--- src/afr_pkg.sv ---
// ----------------------------------------------------------------------------
// afr_pkg
// Shared types and constants of the addressed frame receiver.
// ----------------------------------------------------------------------------
package afr_pkg;

   localparam int unsigned BYTE_W  = 8;
   localparam int unsigned KIND_W  = 2;
   localparam int unsigned INDEX_W = 2;

   localparam logic [BYTE_W-1:0] CH_COLON = 8'd58;
   localparam logic [BYTE_W-1:0] CH_QUERY = 8'd63;
   localparam logic [BYTE_W-1:0] CH_CR    = 8'd13;
   localparam logic [BYTE_W-1:0] CH_LF    = 8'd10;

   localparam logic [BYTE_W-1:0] BROADCAST_ADDR = 8'd0;

   localparam logic [KIND_W-1:0] EV_PAYLOAD = 2'd0;
   localparam logic [KIND_W-1:0] EV_INFO    = 2'd1;
   localparam logic [KIND_W-1:0] EV_RELEASE = 2'd2;

   localparam logic [INDEX_W-1:0] REG_OWN_ADDR   = 2'd0;
   localparam logic [INDEX_W-1:0] REG_ALT_ADDR   = 2'd1;
   localparam logic [INDEX_W-1:0] REG_ALT_ENABLE = 2'd2;

   typedef struct packed {
      logic [BYTE_W-1:0] own_address;
      logic [BYTE_W-1:0] alt_address;
      logic              alt_address_enable;
   } cfg_type;

   typedef struct packed {
      logic [KIND_W-1:0] event_kind;
      logic [BYTE_W-1:0] payload_byte;
      logic              last_byte;
      logic [BYTE_W-1:0] frame_length;
   } rsp_type;

endpackage

--- src/afr_frame_fsm.sv ---
// ----------------------------------------------------------------------------
// afr_frame_fsm
// Header hunt with info request detection, address and length decode, and payload pass or skip.
// ----------------------------------------------------------------------------
module afr_frame_fsm #(
   parameter int unsigned MAX_FRAME_LEN = 128
) (
   input  logic                     clock,
   input  logic                     reset,
   input  logic                     in_accept,
   input  logic [7:0]               in_byte,
   input  afr_pkg::cfg_type         cfg,
   output logic                     res_valid,
   output afr_pkg::rsp_type         res
);
   import afr_pkg::*;

   localparam logic [2:0] PH_HUNT = 3'd0;
   localparam logic [2:0] PH_ADDR = 3'd1;
   localparam logic [2:0] PH_LEN  = 3'd2;
   localparam logic [2:0] PH_TAKE = 3'd3;
   localparam logic [2:0] PH_SKIP = 3'd4;

   localparam logic [BYTE_W-1:0] MAX_LEN = BYTE_W'(MAX_FRAME_LEN);

   logic [2:0]        phase_ff, phase_in;
   logic [BYTE_W-1:0] hist_ff [3];
   logic [BYTE_W-1:0] hist_in [3];
   logic              match_ff, match_in;
   logic [BYTE_W-1:0] remaining_ff, remaining_in;
   logic [BYTE_W-1:0] count_ff, count_in;
   logic [BYTE_W-1:0] count_inc, remaining_dec;

   assign count_inc     = count_ff + 8'd1;
   assign remaining_dec = remaining_ff - 8'd1;

   always_comb begin
      phase_in     = phase_ff;
      hist_in      = hist_ff;
      match_in     = match_ff;
      remaining_in = remaining_ff;
      count_in     = count_ff;
      res_valid    = 1'b0;
      res          = '0;
      case (phase_ff)
         PH_ADDR: begin
            match_in = (in_byte == cfg.own_address) || (in_byte == BROADCAST_ADDR) ||
                       (cfg.alt_address_enable && (in_byte == cfg.alt_address));
            remaining_in = '0;
            phase_in     = PH_LEN;
         end
         PH_LEN: begin
            if ((in_byte <= 8'd1) || (in_byte > MAX_LEN)) begin
               remaining_in = '0;
               phase_in     = PH_HUNT;
            end else begin
               remaining_in = in_byte;
               count_in     = '0;
               phase_in     = match_ff ? PH_TAKE : PH_SKIP;
            end
         end
         PH_TAKE: begin
            count_in         = count_inc;
            res_valid        = 1'b1;
            res.event_kind   = EV_PAYLOAD;
            res.payload_byte = in_byte;
            res.frame_length = remaining_ff;
            if (count_inc >= remaining_ff) begin
               res.last_byte = 1'b1;
               count_in      = '0;
               remaining_in  = '0;
               phase_in      = PH_HUNT;
            end
         end
         PH_SKIP: begin
            count_in     = count_inc;
            remaining_in = remaining_dec;
            if (remaining_dec == 8'd0) begin
               res_valid        = 1'b1;
               res.event_kind   = EV_RELEASE;
               res.frame_length = count_inc;
               count_in         = '0;
               phase_in         = PH_HUNT;
            end
         end
         default: begin
            phase_in   = PH_HUNT;
            hist_in[0] = hist_ff[1];
            hist_in[1] = hist_ff[2];
            hist_in[2] = in_byte;
            if ((hist_ff[2] == CH_COLON) && (in_byte == CH_COLON)) begin
               hist_in[0] = '0;
               hist_in[1] = '0;
               hist_in[2] = '0;
               phase_in   = PH_ADDR;
            end else if ((hist_ff[1] == CH_QUERY) && (hist_ff[2] == CH_CR) &&
                         (in_byte == CH_LF)) begin
               res_valid      = 1'b1;
               res.event_kind = EV_INFO;
            end
         end
      endcase
   end

   always_ff @(posedge clock) begin
      if (reset) begin
         phase_ff     <= PH_HUNT;
         hist_ff[0]   <= '0;
         hist_ff[1]   <= '0;
         hist_ff[2]   <= '0;
         match_ff     <= 1'b0;
         remaining_ff <= '0;
         count_ff     <= '0;
      end else if (in_accept) begin
         phase_ff     <= phase_in;
         hist_ff      <= hist_in;
         match_ff     <= match_in;
         remaining_ff <= remaining_in;
         count_ff     <= count_in;
      end
   end

`ifndef SYNTHESIS
   a_take_count_below_len : assert property (@(posedge clock) disable iff (reset)
      (phase_ff == PH_TAKE) |-> (count_ff < remaining_ff))
      else $error("payload count reached frame length inside a frame");
   a_skip_len_nonzero : assert property (@(posedge clock) disable iff (reset)
      (phase_ff == PH_SKIP) |-> (remaining_ff != 8'd0))
      else $error("skip phase with nothing left to skip");
   a_payload_only_in_take : assert property (@(posedge clock) disable iff (reset)
      (res_valid && (res.event_kind == EV_PAYLOAD)) |-> (phase_ff == PH_TAKE))
      else $error("payload result outside an accepted frame");
   a_len_phase_after_addr : assert property (@(posedge clock) disable iff (reset)
      (phase_ff == PH_LEN) |-> (($past(phase_ff) == PH_ADDR) ||
                                ($past(phase_ff) == PH_LEN)))
      else $error("length phase not entered from address phase");
`endif

endmodule

--- src/afr_out_stage.sv ---
// ----------------------------------------------------------------------------
// afr_out_stage
// Result register with a skid entry, decoupling input and result handshakes.
// ----------------------------------------------------------------------------
module afr_out_stage (
   input  logic             clock,
   input  logic             reset,
   input  logic             push,
   input  afr_pkg::rsp_type push_data,
   output logic             in_ready,
   output logic             out_valid,
   output afr_pkg::rsp_type out_data,
   input  logic             out_ready
);
   import afr_pkg::*;

   logic    out_valid_ff, out_valid_in;
   logic    skid_valid_ff, skid_valid_in;
   rsp_type out_ff, out_in;
   rsp_type skid_ff, skid_in;

   always_comb begin
      out_valid_in  = out_valid_ff;
      skid_valid_in = skid_valid_ff;
      out_in        = out_ff;
      skid_in       = skid_ff;
      if (!out_valid_ff || out_ready) begin
         if (skid_valid_ff) begin
            out_in        = skid_ff;
            out_valid_in  = 1'b1;
            skid_valid_in = 1'b0;
         end else begin
            out_in       = push_data;
            out_valid_in = push;
         end
      end else if (push) begin
         skid_in       = push_data;
         skid_valid_in = 1'b1;
      end
   end

   always_ff @(posedge clock) begin
      if (reset) begin
         out_valid_ff  <= 1'b0;
         skid_valid_ff <= 1'b0;
      end else begin
         out_valid_ff  <= out_valid_in;
         skid_valid_ff <= skid_valid_in;
      end
      out_ff  <= out_in;
      skid_ff <= skid_in;
   end

   assign in_ready  = !skid_valid_ff;
   assign out_valid = out_valid_ff;
   assign out_data  = out_ff;

`ifndef SYNTHESIS
   a_skid_implies_out : assert property (@(posedge clock) disable iff (reset)
      skid_valid_ff |-> out_valid_ff)
      else $error("skid entry held while the result register is empty");
   a_skid_fill_cause : assert property (@(posedge clock) disable iff (reset)
      $rose(skid_valid_ff) |-> $past(out_valid_ff && !out_ready && push))
      else $error("skid entry filled without a stalled result");
   a_no_push_when_full : assert property (@(posedge clock) disable iff (reset)
      skid_valid_ff |-> !push)
      else $error("result pushed while both entries are full");
`endif

endmodule

--- src/addressed_frame_receiver_unit.sv ---
// ----------------------------------------------------------------------------
// addressed_frame_receiver_unit
// Parses addressed, length-prefixed frames from a received byte stream.
//
//   Channel  Direction  Contents
//   req_     in         one received byte per transaction
//   rsp_     out        payload byte, info request or foreign frame end
//   csr_     in         write of own, alternate address and its enable
//
// A new byte can be taken every cycle while req_tready is high.
// Results leave through a result register backed by one skid entry, so
// req_tready drops only when both hold a result that is not yet taken.
// Reset is synchronous and returns the parser to header hunting.
// Register writes apply from the next address byte onward.
// ----------------------------------------------------------------------------
module addressed_frame_receiver_unit #(
   parameter int unsigned MAX_FRAME_LEN = 128
) (
   input  logic        clock,
   input  logic        reset,
   input  logic        req_tvalid,
   output logic        req_tready,
   input  logic [7:0]  req_tdata,   // [7:0] rx_byte
   output logic        rsp_tvalid,
   input  logic        rsp_tready,
   output logic [15:0] rsp_tdata,   // [7:0] payload_byte, [15:8] frame_length
   output logic        rsp_tlast,
   output logic [1:0]  rsp_tuser,   // [1:0] event_kind
   input  logic        csr_we,
   input  logic [1:0]  csr_addr,
   input  logic [7:0]  csr_wdata
);
   import afr_pkg::*;

   cfg_type cfg_ff;
   logic    req_accept;
   logic    res_valid;
   rsp_type res;
   rsp_type out_data;

   always_ff @(posedge clock) begin
      if (reset) begin
         cfg_ff.own_address        <= 8'd1;
         cfg_ff.alt_address        <= 8'd0;
         cfg_ff.alt_address_enable <= 1'b0;
      end else if (csr_we) begin
         case (csr_addr)
            REG_OWN_ADDR:   cfg_ff.own_address        <= csr_wdata;
            REG_ALT_ADDR:   cfg_ff.alt_address        <= csr_wdata;
            REG_ALT_ENABLE: cfg_ff.alt_address_enable <= csr_wdata[0];
            default: begin
            end
         endcase
      end
   end

   assign req_accept = req_tvalid && req_tready;

   afr_frame_fsm #(
      .MAX_FRAME_LEN (MAX_FRAME_LEN)
   ) u_fsm (
      .clock     (clock),
      .reset     (reset),
      .in_accept (req_accept),
      .in_byte   (req_tdata),
      .cfg       (cfg_ff),
      .res_valid (res_valid),
      .res       (res)
   );

   afr_out_stage u_out (
      .clock     (clock),
      .reset     (reset),
      .push      (req_accept && res_valid),
      .push_data (res),
      .in_ready  (req_tready),
      .out_valid (rsp_tvalid),
      .out_data  (out_data),
      .out_ready (rsp_tready)
   );

   assign rsp_tdata = {out_data.frame_length, out_data.payload_byte};
   assign rsp_tlast = out_data.last_byte;
   assign rsp_tuser = out_data.event_kind;

endmodule
--- config.mk ---
export PLATFORM = sky130hd
export DESIGN_NAME = addressed_frame_receiver_unit
export DESIGN_NICKNAME = d
export VERILOG_FILES = /design/src/afr_pkg.sv /design/src/afr_frame_fsm.sv /design/src/afr_out_stage.sv /design/src/addressed_frame_receiver_unit.sv
export SDC_FILE = /design/constraint.sdc
export NUM_CORES = 1
export LEC_CHECK = 0
export BUFFER_PORTS_ARGS = -buffer_cell sky130_fd_sc_hd__buf_4
export CORE_ASPECT_RATIO = 0.6
export CORE_UTILIZATION = 55
export CTS_CLUSTER_DIAMETER = 120
export DETAILED_ROUTE_END_ITERATION = 8
export GPL_TIMING_DRIVEN = 0
export MAX_ROUTING_LAYER = met4
export PLACE_DENSITY = 0.83
export REMOVE_ABC_BUFFERS = 1
export SETUP_SLACK_MARGIN = 0.3
export SYNTH_ARGS = -nofsm -noshare
export SYNTH_HDL_FRONTEND = slang
export SYNTH_HIERARCHICAL = 1
export SYNTH_SLANG_ARGS = --single-unit
--- constraint.sdc ---
create_clock -name clock -period 4.8 [get_ports clock]
set_clock_uncertainty 0.2 [all_clocks]
set_input_delay 0 -clock clock [delete_from_list [all_inputs] [get_ports clock]]
set_output_delay 0 -clock clock [all_outputs]
set_load 0.05 [all_outputs]
**Yosys cells after proc, flatten, opt, wreduce, memory -nomap -nowiden**

Cells that the tools add are included.

- Register bits: 93
- Logic and storage cells: 100
- Input bits: 23

- Reduce and logical (&&, ||, !) cells: 30
- Add/sub/neg operators: 2
- Magnitude comparators: 3
- Equality and inequality tests: 16
- Mux-type cells: 28
- Bitwise logic cells: 2

Operators with widths:

| kind | number |
|---|---|
| 8-bit 2-to-1 mux | 6 |
| 8-bit one-hot mux with 4 select lines | 1 |
| 8-bit by 6-bit equality test with 1-bit output, second input constant | 3 |
| 8-bit one-hot mux with 3 select lines | 1 |
| 19-bit 2-to-1 mux | 1 |
| 8-bit by 4-bit equality test with 1-bit output, second input constant | 2 |
| 8-bit equality test | 2 |
| 8-bit logical NOT | 2 |
| 16-bit 2-to-1 mux | 1 |
| 8-bit one-hot mux with 2 select lines | 1 |
| 3-bit 2-to-1 mux | 4 |
| 3-bit one-hot mux with 4 select lines | 1 |
| 2-bit AND reduction | 6 |
| 9-bit 2-to-1 mux | 1 |
| 3-bit AND reduction | 3 |
| 8-bit by 1-bit adder with 8-bit output, second input constant | 1 |
| 8-bit >= comparator | 1 |
| 8-bit > comparator, second input constant | 1 |
| 8-bit by 1-bit less-or-equal comparator with 1-bit output, second input constant | 1 |
| 8-bit by 1-bit subtractor with 8-bit output, second input constant | 1 |
| 1-bit 2-to-1 mux | 7 |
| 3-bit by 2-bit equality test with 1-bit output, second input constant | 2 |
| 1-bit logical AND | 6 |
| 1-bit logical OR | 4 |
| other kinds (17) | 22 |

**Depth between registers and ports, before layout**

- Depth after elaboration: 8
- Gate-level depth with buffers: 13
- Depth with buffers taken out: 12

**Hierarchy**

Netlist, hierarchy kept.

By module, submodules not included:

| module | area each (µm²) | sequential area each (µm²) | times used | cells each |
|---|---|---|---|---|
| afr_frame_fsm | 2,516.2 | 720.7 | 1 | 318 |
| afr_out_stage | 1,519.0 | 1,181.1 | 1 | 68 |
| addressed_frame_receiver_unit | 750.7 | 340.3 | 1 | 71 |

**Worst setup path before layout**

Ideal clock, no wire load.

- Path type: reg-to-reg
- Start: register u_fsm.remaining_ff[0]
- End: register u_out/skid_ff[0] (netlist name), enable pin
- Slack: 1.242 ns
- Path buffers: 0
- Cell stages (with the launch flop): 11
- Clock period less this slack: 3.558 ns
- Library setup time: 0.395 ns
- Required time: 4.205 ns
- Data arrival time: 2.964 ns
- Cells stage by stage: dfxtp_1 ha_1 or3b_2 or3_1 o22ai_2 nand4_1 clkinv_1 or3_1 and3_1 inv_1 nor2_1

- Longest elaborated chain between the ends: 6

RTL lines:

| what | RTL line | text |
|---|---|---|
| from (decl) | afr_frame_fsm.sv:30 | `logic [BYTE_W-1:0] remaining_ff, remaining_in;` |
| from (signal assigned) | afr_frame_fsm.sv:118 | `remaining_ff <= remaining_in;` |
| 8-bit by 1-bit subtractor with 8-bit output | afr_frame_fsm.sv:35 | `assign remaining_dec = remaining_ff - 8'd1;` |
| 8-bit logical NOT | afr_frame_fsm.sv:78 | `if (remaining_dec == 8'd0) begin` |
| 1-bit 2-to-1 mux | afr_frame_fsm.sv:78 |  |
| 1-bit one-hot mux with 3 select lines | afr_frame_fsm.sv:45 | `case (phase_ff)` |
| net res_valid | addressed_frame_receiver_unit.sv:37 | `logic res_valid;` |
| 1-bit logical AND | addressed_frame_receiver_unit.sv:74 | `.push (req_accept && res_valid),` |
| 2-bit AND reduction (no line) | - |  |
| to (signal assigned) | afr_out_stage.sv:51 | `skid_ff <= skid_in;` |
| to (decl) | afr_out_stage.sv:20 | `rsp_type skid_ff, skid_in;` |

The timed path passes the listed nets, and every way through them passes these cells.
A chain may end at the register's enable or synchronous reset.

**Worst setup path in the final report**

- Start: register u_fsm.count_ff[0]
- End: register u_fsm.remaining_ff[5]

- Longest elaborated chain between the ends: 4

RTL lines:

| what | RTL line | text |
|---|---|---|
| from (decl) | afr_frame_fsm.sv:31 | `logic [BYTE_W-1:0] count_ff, count_in;` |
| from (signal assigned) | afr_frame_fsm.sv:119 | `count_ff <= count_in;` |
| 8-bit by 1-bit adder with 8-bit output | afr_frame_fsm.sv:34 | `assign count_inc = count_ff + 8'd1;` |
| 8-bit >= comparator | afr_frame_fsm.sv:68 | `if (count_inc >= remaining_ff) begin` |
| 2-bit by 1-bit inequality test with 1-bit output (no line) | - |  |
| 3-bit AND reduction (no line) | - |  |

Every way passes these cells.

==> flow_metrics.tcl <==
set metrics [dict create \
    outcome "finished, final reports clean" \
    post_cts_buffers 0 \
    ant_nets 0 \
    hpwl_mm 7.30 \
    cp.arrival_ns 3.94 \
    drcViolationCount 0 \
    fin_hold_ws_ns 0.274 \
    cts_max_level 3 \
    ir_drop_mv 0.212 \
    timing.critical_path.buf_inv 1 \
    firstDrtPassIters 6 \
    start_util 0.588 \
    yosysTopAreaCellShare 0.238 \
    cpPeakStageDelay_ns 0.69 \
    fin_crit_ns 3.85 \
    finalCritPeriodShare 0.803 \
    cts_inserted_buffers 9 \
    clock_tree.buffer_depth 2 \
    hold_class "reg2reg" \
    finalHoldViolCount 0 \
    setup_viol 0 \
    path_delay_family "compound AO/OA/AOI/OAI gates" \
    r2r_slack_ns 0.95 \
    gp_congestion 0.883 \
    clock_sinks 93 \
    pwr-share-comb 0.109 \
    ys_seq_area_frac 0.468 \
    startpoint_type "flip-flop" \
    grt.total_usage 0.259 \
    cts_root_buf "clkbuf_16" \
    rows 25 \
    routedWlPerCell_um 17.8 \
    clock_power_share 0.396 \
    antenna_cells 0 \
    p_switching_uw 449 \
    drt_iter0_drc 434 \
    die_h_um 74.3 \
    core_area_um2 8130 \
    synth_top_flop_cell "dfxtp_1" \
    p_leak_nw 2.21 \
    synth.distinct_cells 59 \
    antenna_found_initial 0 \
    synth_edf_count 38 \
    die_area_um2 9090 \
    crit_required_ns 4.88 \
    synth_largest_area_cell "edfxtp_1" \
    grt_pass1_wl_mm 16.8 \
    grt.overflow.total 0 \
    power_density_nw_per_um2 307 \
    num_vias 3728 \
    tightestPinTransition_ns 1.25 \
    crit_type "reg2reg" \
    finalPower_mw 1.72 \
    cpMaxStageDelayCell "o311ai_0" \
    avgSynthCellArea_um2 10.5 \
    drive_gt1_frac 0.185 \
    p_sw_frac 0.260 \
    tns_ns 0 \
    syn2layout_area_growth_pct 17.4 \
    clock_latency_ns 0.35 \
    intPower_mw 1.28 \
    nNetsFinal 538 \
    p_seq_frac 0.495 \
    clock.fmax_mhz 259 \
    io_pins 44 \
    ys.warnings.count 6 \
    synth_area_um2 4790 \
    grt_max_degree 65 \
    max_cap_violations 0 \
    port-buffer-count 43 \
    synthCells 457 \
    grt_pass1_vias 3210 \
    cts_tree "yes" \
    worst_path_most_repeated_cell "ha_1" \
    crit_chain "ha_1 > nand3_1 > nor2_1 > xnor2_1 > inv_1 > ha_1 > nand4_1 > o311ai_0 > o211ai_1 > or2_2 > a21oi_1" \
    drt-total-wl_mm 11.0 \
    async_reset_ff_frac 0 \
    report.final.slew_viol_count 0 \
    slew-limit-headroom 0.163 \
    rsz0062_at_grt "false" \
    avgViaCountPerCell 6.04 \
    dieWidth_um 122 \
    synthTopCellsByArea "edfxtp_1 (24%), dfxtp_1 (23%), mux2_4 (5.6%)" \
    end_kind "flip-flop" \
    clk_pin_slew_ns 0.07 \
    ys_ff_latch 93 \
    path_max_fanout 16 \
]
## worst min-delay path: stages (launching register included)
cell,delay [ns]
dfxtp_1,0.32
nand2_1,0.06
a21oi_1,0.05
## metal layers
| layer | vias up | part of all wire | global-route usage |
|---|---|---|---|
| met5 | - | 0 | - |
| met4 | 0 | 0.015 | 0.0745 |
| met3 | 18 | 0.082 | 0.0721 |
| met2 | 198 | 0.44 | 0.366 |
| met1 | 1755 | 0.46 | 0.360 |
| li1 | 1757 | - | - |
## cell type report
class                   count  area [um2]
repair buffers             66         553
well taps                 108         135
multi-input cells         318        2340
clock buffers               9         225
clock inverters             7        61.3
flip-flops and latches     93        2240
inverters                  16        60.1
fillers                   590        2510
## cells by family (layout without fill, tap and decap cells)
family                     after synthesis  after routing  synth area share
and+or+nand+nor                        152            152             0.176
DFF                                     93             93             0.468
AOI/OAI and AO/OA                       85             85             0.125
muxes                                   44             44             0.111
xor gates and xnor gates                26             26            0.0476
buffers and inverters                   46             98            0.0429
adders and majority gates               11             11            0.0288
## final timing paths
check	from	end	cells past startpoint
max	u_fsm/count_ff[0]	u_fsm/remaining_ff[5]	11
max reg2reg	u_fsm/count_ff[0]	u_fsm/remaining_ff[5]	11
min	u_fsm/count_ff[7]	u_fsm/count_ff[7]	2
min reg2reg	u_fsm/count_ff[7]	u_fsm/count_ff[7]	2
## sequential cells by signal, indices dropped and copies added (netlist names)
signal and cells:
u_out/out_data 19, u_out/skid_ff 19, cfg_ff 17, u_fsm/hist_ff 16
u_fsm/count_ff 8, u_fsm/remaining_ff 8, u_fsm/phase_ff 3, u_fsm/match_ff 1
u_out/out_valid 1, u_out/skid_valid_ff 1
## stage by stage
stage                     worst slack [ns]  area [um2]  instances   util
final                                0.946        5620        617  0.691
after global routing                 0.669        5620        617  0.691
after CTS                            0.595        5620        617  0.690
after detailed placement             0.620        5100        578  0.627
after global placement               0.664        5100        578  0.627
after floorplan                       1.24        4640        427      -
## synthesized netlist by cell type (2+ instances only)
cell type,n
nor2b_1,4
a21oi_1,18
xnor2_1,21
buf_2,2
nor3_1,12
or3b_2,2
clkbuf_1,23
nor3b_1,3
or3_1,3
nand4b_1,2
buf_6,4
inv_1,15
and3_1,11
a31oi_1,4
mux2_4,18
nor2_1,37
ha_1,11
nor4_1,3
o22ai_1,3
a21oi_2,2
o211ai_1,8
xor2_1,5
nand4_1,7
mux2i_1,25
or2_2,3
a21o_1,2
a22o_1,6
o21ai_0,7
edfxtp_1,38
nand3_1,9
a22oi_1,11
a211oi_1,10
nand3b_1,4
nand2b_1,26
o21bai_1,2
dfxtp_1,55
and2_1,3
nand2_1,15
a211o_1,3
## cell usage in the layout, fill, tap and decap left out, drive strengths merged, types with 5 or more instances in the layout
cell / count
edfxtp: 38
nand3: 10
clkbuf: 9
nand2: 15
nor2: 38
dfxtp: 55
xnor2: 21
a211oi: 10
mux2i: 25
a22o: 6
buf: 43
o211ai: 8
ha: 11
dlygate4sd3: 23
nand4: 7
nand2b: 26
xor2: 5
o21ai: 7
inv: 17
clkinv: 5
a21oi: 20
and3: 11
a22oi: 11
nor3: 12
mux2: 19
## timing repair
action / in CTS / in global routing
resized for setup: 0 / 0
endpoints found under the hold margin: 60 / 0
hold buffers: 23 / 0
## power groups by stage
stage,Clock (mW),Sequential [mW],Combinational (mW)
3_3_place_gp,0,0.869,0.162
4_1_cts,0.694,0.852,0.183
2_1_floorplan,0,0.864,0.111
3_5_place_dp,0,0.870,0.167
5_1_grt,0.724,0.855,0.203
6_report,0.682,0.854,0.189
Power figures use the tool's default switching activity.
